**config.mk**
```make
export PLATFORM = sky130hd
export DESIGN_NAME = object_image_block_loader_core_flat
export DESIGN_NICKNAME = d
export VERILOG_FILES = /design/src/rtl/oibl_pkg.sv /design/src/rtl/oibl_in_if.sv /design/src/rtl/oibl_out_if.sv /design/src/rtl/oibl_in_stage.sv /design/src/rtl/oibl_parser.sv /design/src/rtl/oibl_out_stage.sv /design/src/rtl/object_image_block_loader_core.sv /design/src/flat_wrapper.sv
export VERILOG_INCLUDE_DIRS = /design/src /design/src/rtl
export SDC_FILE = /design/constraint.sdc
export NUM_CORES = 1
export LEC_CHECK = 0
export BUFFER_PORTS_ARGS = -buffer_cell sky130_fd_sc_hd__buf_2
export CAP_MARGIN = 20
export CORE_MARGIN = 2
export CORE_UTILIZATION = 40
export CTS_BUF_LIST = sky130_fd_sc_hd__clkbuf_2
export CTS_CLUSTER_DIAMETER = 150
export DETAILED_ROUTE_END_ITERATION = 8
export HOLD_SLACK_MARGIN = 0.1
export RECOVER_POWER = 25
export REMOVE_ABC_BUFFERS = 1
export SETUP_SLACK_MARGIN = 0.2
export SYNTH_ARGS = -nofsm -noshare
export SYNTH_HDL_FRONTEND = slang
export SYNTH_HIERARCHICAL = 1
export SYNTH_SLANG_ARGS = --single-unit
```
**constraint.sdc**
```tcl
create_clock -name i_clk -period 3.3 [get_ports i_clk]
set_input_delay 0.165 -clock i_clk [delete_from_list [all_inputs] [get_ports i_clk]]
set_output_delay 0.165 -clock i_clk [all_outputs]
set_load 0.02 [all_outputs]
```
**src/rtl/assert_macros.svh**
```systemverilog
// Assertion macros shared by the loader RTL.
`ifndef ASSERT_MACROS_SVH
`define ASSERT_MACROS_SVH

// Clocked assertion that is switched off while reset is held.
`define OIBL_ASSERT(lbl, clk, rst_n, prop) \
    lbl: assert property (@(posedge clk) disable iff (!(rst_n)) (prop)) \
        else $error("loader assertion failed");

// Same, with a message of the caller's choosing.
`define OIBL_ASSERT_MSG(lbl, clk, rst_n, prop, msg) \
    lbl: assert property (@(posedge clk) disable iff (!(rst_n)) (prop)) \
        else $error(msg);

`endif

```
**src/rtl/oibl_pkg.sv**
```systemverilog
// Types and constants of the object image block loader.
package oibl_pkg;

    localparam int MEMORY_BYTES = 131072;
    localparam int ADDR_W       = 17;
    localparam int BOUND_W      = 18;

    localparam logic [ADDR_W-1:0]  MEM_LAST     = ADDR_W'(MEMORY_BYTES - 1);
    localparam logic [BOUND_W-1:0] LOW_RESET    = BOUND_W'(MEMORY_BYTES);
    localparam logic [15:0]        MAGIC_RESET  = 16'h7962;
    localparam logic [2:0]         MIN_FILE_BYTES = 3'd7;

    typedef enum logic [2:0] {
        PH_MAGIC_HI,
        PH_MAGIC_LO,
        PH_HEADER,
        PH_DATA,
        PH_FAILED
    } t_phase;

    typedef enum logic [1:0] {
        ST_BUSY       = 2'd0,
        ST_ACCEPTED   = 2'd1,
        ST_NOT_OBJECT = 2'd2,
        ST_CORRUPT    = 2'd3
    } t_status;

    typedef struct packed {
        logic [7:0] in_byte;
        logic       last_byte;
    } t_in_item;

    typedef struct packed {
        logic               write_enable;
        logic [ADDR_W-1:0]  write_address;
        logic [7:0]         write_data;
        t_status            status;
        logic [BOUND_W-1:0] low_bound;
        logic [ADDR_W-1:0]  high_bound;
    } t_result;

endpackage

```
**src/rtl/oibl_in_if.sv**
```systemverilog
// Input channel: one file byte per item.
interface oibl_in_if;
    import oibl_pkg::*;

    logic       valid;
    logic       ready;
    logic [7:0] in_byte;
    logic       last_byte;

    modport source (output valid, output in_byte, output last_byte, input ready);
    modport sink (input valid, input in_byte, input last_byte, output ready);
endinterface

```
**src/rtl/oibl_out_if.sv**
```systemverilog
// Output channel: one memory write and status result per item.
interface oibl_out_if;
    import oibl_pkg::*;

    logic               valid;
    logic               ready;
    logic               write_enable;
    logic [ADDR_W-1:0]  write_address;
    logic [7:0]         write_data;
    logic [1:0]         status;
    logic [BOUND_W-1:0] low_bound;
    logic [ADDR_W-1:0]  high_bound;

    modport source (output valid, output write_enable, output write_address,
                    output write_data, output status, output low_bound,
                    output high_bound, input ready);
    modport sink (input valid, input write_enable, input write_address,
                  input write_data, input status, input low_bound,
                  input high_bound, output ready);
endinterface

```
**src/rtl/oibl_in_stage.sv**
```systemverilog
// Input register stage of the loader.
module oibl_in_stage (
    input  logic              i_clk,
    input  logic              i_rst_n,
    oibl_in_if.sink           i_in,
    input  logic              i_advance,
    output logic              o_valid,
    output oibl_pkg::t_in_item o_item
);
    import oibl_pkg::*;

    logic     r_valid;
    t_in_item r_item;

    assign i_in.ready = !r_valid || i_advance;

    always_ff @(posedge i_clk) begin
        if (!i_rst_n) begin
            r_valid <= 1'b0;
        end else if (i_in.ready) begin
            r_valid <= i_in.valid;
        end
    end

    always_ff @(posedge i_clk) begin
        if (i_in.ready && i_in.valid) begin
            r_item.in_byte   <= i_in.in_byte;
            r_item.last_byte <= i_in.last_byte;
        end
    end

    assign o_valid = r_valid;
    assign o_item  = r_item;
endmodule

```
**src/rtl/oibl_parser.sv**
```systemverilog
// File parser: phase tracking, block headers, write addresses and bounds.
`include "assert_macros.svh"

module oibl_parser (
    input  logic               i_clk,
    input  logic               i_rst_n,
    input  logic               i_step,
    input  oibl_pkg::t_in_item i_item,
    input  logic [15:0]        i_magic,
    output oibl_pkg::t_result  o_result
);
    import oibl_pkg::*;

    t_phase              r_phase, n_phase, step_phase;
    logic [2:0]          r_bytes_seen, n_bytes_seen;
    logic [7:0]          r_magic_high, n_magic_high;
    logic [1:0]          r_hdr_idx, n_hdr_idx;
    logic [15:0]         r_addr, n_addr;
    logic [15:0]         r_remaining, n_remaining;
    logic [ADDR_W-1:0]   r_ptr, n_ptr;
    logic [BOUND_W-1:0]  r_low, n_low, step_low;
    logic [ADDR_W-1:0]   r_high, n_high, step_high;
    logic [15:0]         count_full;
    logic                truncated;
    logic                last;
    logic [7:0]          b;

    assign b          = i_item.in_byte;
    assign last       = i_item.last_byte;
    assign count_full = {r_remaining[15:8], b};
    // The final byte cannot complete a block that still needs more than one byte.
    assign truncated  = last && (r_remaining[15:1] != 15'd0);

    // Next phase.
    always_comb begin
        step_phase = r_phase;
        unique case (r_phase)
            PH_MAGIC_HI: step_phase = PH_MAGIC_LO;
            PH_MAGIC_LO: step_phase = ({r_magic_high, b} != i_magic) ? PH_FAILED : PH_HEADER;
            PH_HEADER: begin
                if (r_hdr_idx == 2'd3 && count_full != 16'd0) begin
                    step_phase = PH_DATA;
                end
            end
            PH_DATA: begin
                if (!truncated && r_remaining == 16'd1) begin
                    step_phase = PH_HEADER;
                end
            end
            PH_FAILED: step_phase = PH_FAILED;
            default:   step_phase = PH_FAILED;
        endcase
        n_phase = last ? PH_MAGIC_HI : step_phase;
    end

    // Datapath and result.
    always_comb begin
        n_bytes_seen = (r_bytes_seen < MIN_FILE_BYTES) ? r_bytes_seen + 3'd1 : r_bytes_seen;
        n_magic_high = r_magic_high;
        n_hdr_idx    = r_hdr_idx;
        n_addr       = r_addr;
        n_remaining  = r_remaining;
        n_ptr        = r_ptr;
        step_low     = r_low;
        step_high    = r_high;
        o_result     = '0;

        case (r_phase)
            PH_MAGIC_HI: n_magic_high = b;
            PH_MAGIC_LO: n_hdr_idx = 2'd0;
            PH_HEADER: begin
                n_hdr_idx = r_hdr_idx + 2'd1;
                case (r_hdr_idx)
                    2'd0: n_addr = {b, 8'h00};
                    2'd1: n_addr = {r_addr[15:8], b};
                    2'd2: n_remaining = {b, 8'h00};
                    default: begin
                        n_remaining = count_full;
                        if (count_full != 16'd0) begin
                            n_ptr = ADDR_W'(r_addr);
                            if (BOUND_W'(r_addr) < r_low) begin
                                step_low = BOUND_W'(r_addr);
                            end
                        end
                    end
                endcase
            end
            PH_DATA: begin
                if (!truncated) begin
                    o_result.write_enable  = 1'b1;
                    o_result.write_address = r_ptr;
                    o_result.write_data    = b;
                    if (r_ptr > r_high) begin
                        step_high = r_ptr;
                    end
                    n_ptr       = (r_ptr == MEM_LAST) ? '0 : r_ptr + ADDR_W'(1);
                    n_remaining = r_remaining - 16'd1;
                    if (r_remaining == 16'd1) begin
                        n_hdr_idx = 2'd0;
                    end
                end
            end
            default: ;
        endcase

        o_result.low_bound  = step_low;
        o_result.high_bound = step_high;
        o_result.status     = ST_BUSY;
        if (last) begin
            if (n_bytes_seen < MIN_FILE_BYTES) begin
                o_result.status = ST_NOT_OBJECT;
            end else if (step_phase == PH_FAILED) begin
                o_result.status = ST_NOT_OBJECT;
            end else if (step_phase == PH_DATA) begin
                o_result.status = ST_CORRUPT;
            end else begin
                o_result.status = ST_ACCEPTED;
            end
        end

        n_low  = step_low;
        n_high = step_high;
        // The final byte ends the file; the next byte starts a new one.
        if (last) begin
            n_bytes_seen = '0;
            n_magic_high = '0;
            n_hdr_idx    = '0;
            n_addr       = '0;
            n_remaining  = '0;
            n_ptr        = '0;
            n_low        = LOW_RESET;
            n_high       = '0;
        end
    end

    always_ff @(posedge i_clk) begin
        if (!i_rst_n) begin
            r_phase      <= PH_MAGIC_HI;
            r_bytes_seen <= '0;
            r_magic_high <= '0;
            r_hdr_idx    <= '0;
            r_addr       <= '0;
            r_remaining  <= '0;
            r_ptr        <= '0;
            r_low        <= LOW_RESET;
            r_high       <= '0;
        end else if (i_step) begin
            r_phase      <= n_phase;
            r_bytes_seen <= n_bytes_seen;
            r_magic_high <= n_magic_high;
            r_hdr_idx    <= n_hdr_idx;
            r_addr       <= n_addr;
            r_remaining  <= n_remaining;
            r_ptr        <= n_ptr;
            r_low        <= n_low;
            r_high       <= n_high;
        end
    end

    `OIBL_ASSERT(a_write_status_ok, i_clk, i_rst_n,
        i_step && o_result.write_enable |->
        (o_result.status == ST_BUSY || o_result.status == ST_ACCEPTED))
    `OIBL_ASSERT_MSG(a_clear_after_last, i_clk, i_rst_n,
        i_step && last |=> (r_phase == PH_MAGIC_HI && r_bytes_seen == 3'd0),
        "file state not cleared after final byte")
    `OIBL_ASSERT(a_data_has_bytes, i_clk, i_rst_n,
        r_phase == PH_DATA |-> r_remaining != 16'd0)
endmodule

```
**src/rtl/oibl_out_stage.sv**
```systemverilog
// Result register stage of the loader.
module oibl_out_stage (
    input  logic              i_clk,
    input  logic              i_rst_n,
    input  logic              i_load,
    input  oibl_pkg::t_result i_result,
    output logic              o_ready,
    oibl_out_if.source        o_out
);
    import oibl_pkg::*;

    logic    r_valid;
    t_result r_result;

    assign o_ready = !r_valid || o_out.ready;

    always_ff @(posedge i_clk) begin
        if (!i_rst_n) begin
            r_valid <= 1'b0;
        end else if (o_ready) begin
            r_valid <= i_load;
        end
    end

    always_ff @(posedge i_clk) begin
        if (i_load && o_ready) begin
            r_result <= i_result;
        end
    end

    assign o_out.valid         = r_valid;
    assign o_out.write_enable  = r_result.write_enable;
    assign o_out.write_address = r_result.write_address;
    assign o_out.write_data    = r_result.write_data;
    assign o_out.status        = r_result.status;
    assign o_out.low_bound     = r_result.low_bound;
    assign o_out.high_bound    = r_result.high_bound;

    `OIBL_ASSERT(a_load_needs_room, i_clk, i_rst_n,
        r_valid && !o_out.ready |=> r_valid)
endmodule

```
**src/rtl/object_image_block_loader_core.sv**
```systemverilog
// Top level of the object image block loader.
// Each accepted byte passes from the input register through the parser into the result register.
// Throughput: one byte per cycle; the result register stalls the input only when full and not taken.
// The input register and the result register bound the single parser step.
// Synchronous active-low reset clears all file state and sets the magic to 0x7962.
module object_image_block_loader_core (
    input  logic        i_clk,
    input  logic        i_rst_n,
    input  logic        i_cfg_we,
    input  logic [15:0] i_cfg_wdata,
    oibl_in_if.sink     i_in,
    oibl_out_if.source  o_out
);
    import oibl_pkg::*;

    logic [15:0] r_magic;
    logic        stage_valid;
    t_in_item    stage_item;
    logic        out_room;
    logic        advance;
    t_result     result;

    always_ff @(posedge i_clk) begin
        if (!i_rst_n) begin
            r_magic <= MAGIC_RESET;
        end else if (i_cfg_we) begin
            r_magic <= i_cfg_wdata;
        end
    end

    assign advance = stage_valid && out_room;

    oibl_in_stage u_in_stage (
        .i_clk     (i_clk),
        .i_rst_n   (i_rst_n),
        .i_in      (i_in),
        .i_advance (advance),
        .o_valid   (stage_valid),
        .o_item    (stage_item)
    );

    oibl_parser u_parser (
        .i_clk    (i_clk),
        .i_rst_n  (i_rst_n),
        .i_step   (advance),
        .i_item   (stage_item),
        .i_magic  (r_magic),
        .o_result (result)
    );

    oibl_out_stage u_out_stage (
        .i_clk    (i_clk),
        .i_rst_n  (i_rst_n),
        .i_load   (advance),
        .i_result (result),
        .o_ready  (out_room),
        .o_out    (o_out)
    );
endmodule
```
**src/flat_wrapper.sv**
```systemverilog
// flat-port wrapper written by rule: the top's interface ports become plain ports
module object_image_block_loader_core_flat import oibl_pkg::*;
  (i_clk, i_rst_n, i_cfg_we, i_cfg_wdata, i_in_valid, i_in_in_byte, i_in_last_byte, i_in_ready, o_out_valid, o_out_write_enable, o_out_write_address, o_out_write_data, o_out_status, o_out_low_bound, o_out_high_bound, o_out_ready);
  oibl_in_if i_in_i ();
  oibl_out_if o_out_i ();
  input  logic i_clk;
  input  logic i_rst_n;
  input  logic i_cfg_we;
  input  logic [15:0] i_cfg_wdata;
  input wire logic [$bits(i_in_i.valid)-1:0] i_in_valid;
  input wire logic [$bits(i_in_i.in_byte)-1:0] i_in_in_byte;
  input wire logic [$bits(i_in_i.last_byte)-1:0] i_in_last_byte;
  output wire logic [$bits(i_in_i.ready)-1:0] i_in_ready;
  output wire logic [$bits(o_out_i.valid)-1:0] o_out_valid;
  output wire logic [$bits(o_out_i.write_enable)-1:0] o_out_write_enable;
  output wire logic [$bits(o_out_i.write_address)-1:0] o_out_write_address;
  output wire logic [$bits(o_out_i.write_data)-1:0] o_out_write_data;
  output wire logic [$bits(o_out_i.status)-1:0] o_out_status;
  output wire logic [$bits(o_out_i.low_bound)-1:0] o_out_low_bound;
  output wire logic [$bits(o_out_i.high_bound)-1:0] o_out_high_bound;
  input wire logic [$bits(o_out_i.ready)-1:0] o_out_ready;
  assign i_in_i.valid = i_in_valid;
  assign i_in_i.in_byte = i_in_in_byte;
  assign i_in_i.last_byte = i_in_last_byte;
  assign i_in_ready = i_in_i.ready;
  assign o_out_valid = o_out_i.valid;
  assign o_out_write_enable = o_out_i.write_enable;
  assign o_out_write_address = o_out_i.write_address;
  assign o_out_write_data = o_out_i.write_data;
  assign o_out_status = o_out_i.status;
  assign o_out_low_bound = o_out_i.low_bound;
  assign o_out_high_bound = o_out_i.high_bound;
  assign o_out_i.ready = o_out_ready;
  object_image_block_loader_core u_core (.i_clk(i_clk), .i_rst_n(i_rst_n), .i_cfg_we(i_cfg_we), .i_cfg_wdata(i_cfg_wdata), .i_in(i_in_i), .o_out(o_out_i));
endmodule
```
# == Word-level counts from Yosys, hierarchy flattened ==
# Cells that the tools add are included.
# totals
ff_bits,190
inputBits,30
# classes
n_reduce_logical,32
bitwise_logic,2
n_addsub,4
n_eq_ne,18
order_cmp,4
mux,39
# op_table
cell,count
$mux W17,9
$pmux W16 S2,3
$mux W18,5
$mux W16,4
$pmux W17 S2,1
$mux W26,1
$lt A16 B18 Y1,1
$mux W3,6
$ne A3 B2 Y1 const B,6
$add A17 B1 Y17 const B,1
$eq A17 B17 Y1 const B,1
$gt A17 B17 Y1,1
$eq A16 B1 Y1 const B,1
$mux W8,2
$ne A16 B16 Y1,1
$reduce_bool A16 Y1,1
$sub A16 B1 Y16 const B,1
$reduce_bool A15 Y1,1
$mux W2,6
$pmux W3 S4,1
$reduce_and A4 Y1,3
$reduce_and A5 Y1,2
$eq A3 B2 Y1 const B,3
$logic_and A1 B1 Y1,6
21 further kinds,32

# == Depth between registers and ports, before layout ==
# logic_depth
depth_word,10
mapped_depth,10

# == Cells and area by module ==
# Netlist, hierarchy kept.
# modules_own_cells
mod,cells_each,seq_area_each_um2,n_inst,area_per_inst_um2
oibl_parser,934,2001.9,1,6986.7
oibl_out_stage,68,1911.8,1,1949.4
object_image_block_loader_core,52,320.3,1,601.8
oibl_in_stage,14,290.3,1,327.8

# == Worst setup path after synthesis ==
# OpenSTA, ideal clock, no wires.
# synth_timing
kind,register to register
start,register u_core.u_parser.r_low[2]
end,"register u_core.u_out_stage.r_result, in the netlist u_core/u_out_stage/o_out.low_bound[0], data pin"
setup_ns,0.260
slack_ns,0.825
synth_period_minus_slack_ns,2.475
path_stages_with_launch,9
path_buffers,0
arrival_time_ns,2.215
path_cell_list,dfxtp_1 > inv_1 > ha_1 > a21o_1 > a31oi_1 > o21ai_0 > o41ai_1 > nand2_1 > mux2_2
# synth_rtl
element,line_no,rtl
from (decl),oibl_parser.sv:21,"logic [BOUND_W-1:0] r_low, n_low, step_low;"
from (signal assigned),oibl_parser.sv:155,r_low <= n_low;
to (signal assigned),oibl_out_stage.sv:27,r_result <= i_result;
to (decl),oibl_out_stage.sv:13,t_result r_result;

# == Final worst setup path ==
# layout_timing
start,input port o_out_ready
end,register u_core.u_parser.r_ptr[12]
# layout_via
elab_chain_cells,3
# layout_lines
element,line_no,rtl
from (decl),flat_wrapper.sv:21,input wire logic [$bits(o_out_i.ready)-1:0] o_out_ready;
$logic_or A1 B1 Y1,oibl_out_stage.sv:15,assign o_ready = !r_valid || o_out.ready;
named net u_core.out_room,object_image_block_loader_core.sv:19,logic out_room;
$logic_and A1 B1 Y1,object_image_block_loader_core.sv:31,assign advance = stage_valid && out_room;
named net u_core.advance,object_image_block_loader_core.sv:20,logic advance;
$reduce_and A5 Y1 (no source line),--,
to (signal assigned),oibl_parser.sv:154,r_ptr <= n_ptr;
to (decl),oibl_parser.sv:20,"logic [ADDR_W-1:0] r_ptr, n_ptr;"
# The timed path passes the listed nets, and every way through them passes these cells.
# A chain may end at the register's enable or synchronous reset.

==> impl_metrics.toml <==
[die]
start_util_pct = 40.7
core-area_mm2 = 0.0242
rows = 57
fp.dieH_um = 161
ioPinCount = 95
die_w_um = 161
dieArea_mm2 = 0.0259

[job]
maxCapViolations = 0

[setup_path]
worstPathRequired_ns = 4.01
cp-end-kind = "flop"
path_common_cell = "dlygate4sd3_1"
path_cells = "dlygate4sd3_1 -> buf_2 -> dlygate4sd3_1 -> nand2b_4 -> and2_0 -> clkinv_1 -> nor2_1 -> a221o_1 -> nand3_1 -> o22ai_1"
critical-path-max-stage-delay_ns = 0.61
cp_num_cells = 10
crit_slowest_cell = "a221o_1"
path_max_fanout = 15
crit_type = "input pin to flop"
path_delay_family = "simple AND/OR/NAND/NOR gates"
crit_arrival_ns = 3.66
startpoint = "o_out_ready"
regToRegEndpoint = "u_core/u_out_stage/o_out.low_bound[2]"
reg2reg_from = "u_core/u_parser/r_low[7]"
reg2regPathDepth = 9
critPathLaunchType = "input pin"
cp_num_buf_inv = 4
rrSetupSlack_ns = 0.44

[cells_and_area]
regArea_mm2 = 0.00452
num-fill-cells = 2356
finalNetCount = 1293
syn_to_final_growth_pct = 18.0
drive_gt1_share_pct = 9.32
multi_input_area_mm2 = 0.00485
fin_area_mm2 = 0.0116

[synth]
synthCells = 1068
ys_seq_area_share_pct = 45.9
synth_cell_types = 74
ys_warn_count = 6
ys_ff_latch = 190
synthArstFlopShare_pct = 0
synth_area_mm2 = 0.00987
synth_flop_cell = "dfxtp_1"
synth_edf_count = 72
avgSynthCellArea_um2 = 9.24

[cts]
clk_path_buf_depth = 2
cts_buffers = 17
clk_pin_slew_worst_paths_ns = 0.27
post-cts-setup-buffer-count = 0
cts_tree = "yes"
cts-root-buf = "clkbuf_2"
cts.sinks = 190
h-tree-depth = 4
insertion_delay_ns = 0.80

[routing]
ant_nets = 0
drc = 0
vias = 8330
detail_route.first_pass.iterations = 5
drtIter0Drc = 567
vias_per_cell = 5.34
wl_um = 26200
wl_per_cell_um = 16.8

[timing]
setup_violations = 0
slew_violations = 0
final.period_utilization_pct = 89.4
max_freq_ghz = 0.339
fin_skew_ns = 0.0385
tightest_slew_ns = 0.962
maxSlewHeadroom_pct = 35.5
final.setup.tns_ns = 0
min_period_ns = 2.95
hold_violations = 0
rsz0062_at_grt = "no"

[placement]
postPlaceCellArea_mm2 = 0.0107
port_buffers = 94
dp_hpwl_um = 16700
place.gp.congestion = 0.829

[pwr]
cellLeakagePower_nw = 4.06
power.density_mw_per_mm2 = 372
ir_drop_v = 0.000205

[global_route]
grt_pass1_vias = 7835
antenna_found_initial = 1
overflow = 0
grt_max_degree = 148
grtUsageTotal_pct = 20.2
grt_pass1_wl_um = 41900

[hold_path]
min_path_cells = 2
whs_endpoint = "u_core/u_parser/r_low[16]"
min_from = "u_core/u_parser/r_low[16]"
hold_path.class = "flop to flop"

[status]
status = "finished, final reports clean"
==> how the worst max path moves through the flow <==
| stage | to | slack (ns) |
|---|---|---|
| after floorplan | u_core/u_out_stage/o_out.low_bound[0] | 0.11 |
| after global placement | u_core/u_parser/r_high[10] | 0.44 |
| after detailed placement | u_core/u_parser/r_high[13] | 0.35 |
| after CTS | u_core/u_parser/r_high[12] | 0.32 |
| after global routing | u_core/u_parser/r_ptr[9] | 0.13 |
| final | u_core/u_parser/r_ptr[12] | 0.35 |
==> flip-flops by register name, summed over array words and instances, names as in the netlist <==
name and flops:
u_core/u_out_stage/o_out.write_data 8, u_core/u_parser/r_ptr 17, u_core/r_magic 16, u_core/u_parser/r_low 18, u_core/u_parser/r_hdr_idx 2, u_core/u_parser/r_phase 3
u_core/u_parser/r_magic_high 8, u_core/u_parser/r_addr 16, u_core/u_out_stage/o_out.write_address 17, u_core/u_in_stage/o_item 9, u_core/u_out_stage/o_out.high_bound 17, u_core/u_in_stage/o_valid 1
u_core/u_out_stage/o_out.low_bound 18, u_core/u_parser/r_remaining 16, u_core/u_parser/r_bytes_seen 3, u_core/u_parser/r_high 17, u_core/u_out_stage/o_out.write_enable 1, u_core/u_out_stage/o_out.valid 1
u_core/u_out_stage/o_out.status 2
==> logic make-up (layout without fill, tap and decap cells) <==
kind of cell | count (synthesis) | in the layout | share of synthesized area, %
AND/OR/NAND/NOR | 413 | 413 | 21.9
AO/OA/AOI/OAI | 246 | 246 | 16.3
flip-flops | 190 | 190 | 45.9
buffers and inverters | 119 | 285 | 4.98
adder cells (fa/ha/maj) | 42 | 42 | 5.33
XOR/XNOR | 29 | 29 | 2.57
multiplexers | 29 | 29 | 2.98
other | 0 | 1 | 0
==> tightest hold or removal path: stages (launching register included) <==
cell and delay [ns]:
dfxtp_1 0.38, nand2_1 0.06, a21oi_1 0.03
==> metrics by stage <==
stage / total power, mW / utilization (%) / hold WS [ns] / worst slack, ns / std cells
4_1_cts: 4.39 / 48.4 / 0.244 / 0.316 / 1558
6_report: 4.34 / 48.0 / 0.472 / 0.351 / 1559
2_1_floorplan: 2.91 / - / 0.227 / 0.107 / 1000
3_5_place_dp: 3.10 / 44.0 / 0.343 / 0.352 / 1445
3_3_place_gp: 3.10 / 44.0 / 0.341 / 0.445 / 1445
5_1_grt: 4.53 / 48.0 / 0.481 / 0.132 / 1559
==> synthesized netlist by cell type, types with 19 or more instances <==
cell        n  area [um2]
nand2_1   135         507
dfxtp_1   118        2360
edfxtp_1   72        2160
nand3_1    71         355
o21ai_0    71         355
clkbuf_1   52         195
inv_1      50         188
ha_1       42         526
a21oi_1    41         205
nor2_1     39         146
nor2b_1    38         238
and2_1     28         175
mux2i_1    26         260
xnor2_1    23         201
a21boi_0   22         165
o22ai_1    21         131
or4_1      19         143
==> area by class of cell <==
type,count,area share (%)
clock inverter,15,1.34
sequential,190,38.9
inverter,51,1.64
timing repair buffer,202,12.3
antenna,1,0.0215
multi-input combinational,759,41.6
tap,324,3.48
clock buffer,17,0.731
==> power breakdown <==
| part | leakage [nW] | switching [mW] | internal [mW] |
|---|---|---|---|
| logic | 2.29 | 0.321 | 0.229 |
| clock network | 0.140 | 0.899 | 0.303 |
| registers | 1.63 | 0.0627 | 2.52 |
| total | 4.06 | 1.28 | 3.05 |
==> metal layers <==
layer	routed length, um	GRT usage [%]	vias to the layer above
met5	0	0	-
met4	325	5.19	0
met3	1060	2.72	22
met2	12800	34.1	196
met1	12000	27.5	3978
li1	-	-	4134
==> cell usage in the layout (no fill, tap or decap), drive strengths merged, types with 4 or more instances in the layout <==
cell / count
nand4: 13
a21oi: 42
o21ai: 74
o31ai: 4
and2: 30
or3: 7
nor3: 11
dfxtp: 118
nor2b: 38
nand3b: 8
a211oi: 10
o22ai: 21
nand2: 136
a21o: 5
xor2: 6
nor2: 39
nor4: 8
a22oi: 12
buf: 57
o211ai: 17
xnor2: 23
inv: 56
mux2i: 26
clkbuf: 81
a31oi: 5
a21boi: 28
or4: 21
edfxtp: 72
nand3: 71
clkinv: 6
nor3b: 6
nand2b: 12
ha: 42
dlygate4sd3: 81
==> what timing repair did <==
action / 4_1_cts / 5_1_grt
hold endpoints to repair: 157 / 0
endpoints found under the setup margin: 0 / 16
hold buffers: 81 / 0
gates resized for setup: 0 / 1
Note: power is estimated with default switching activity, not from simulation.
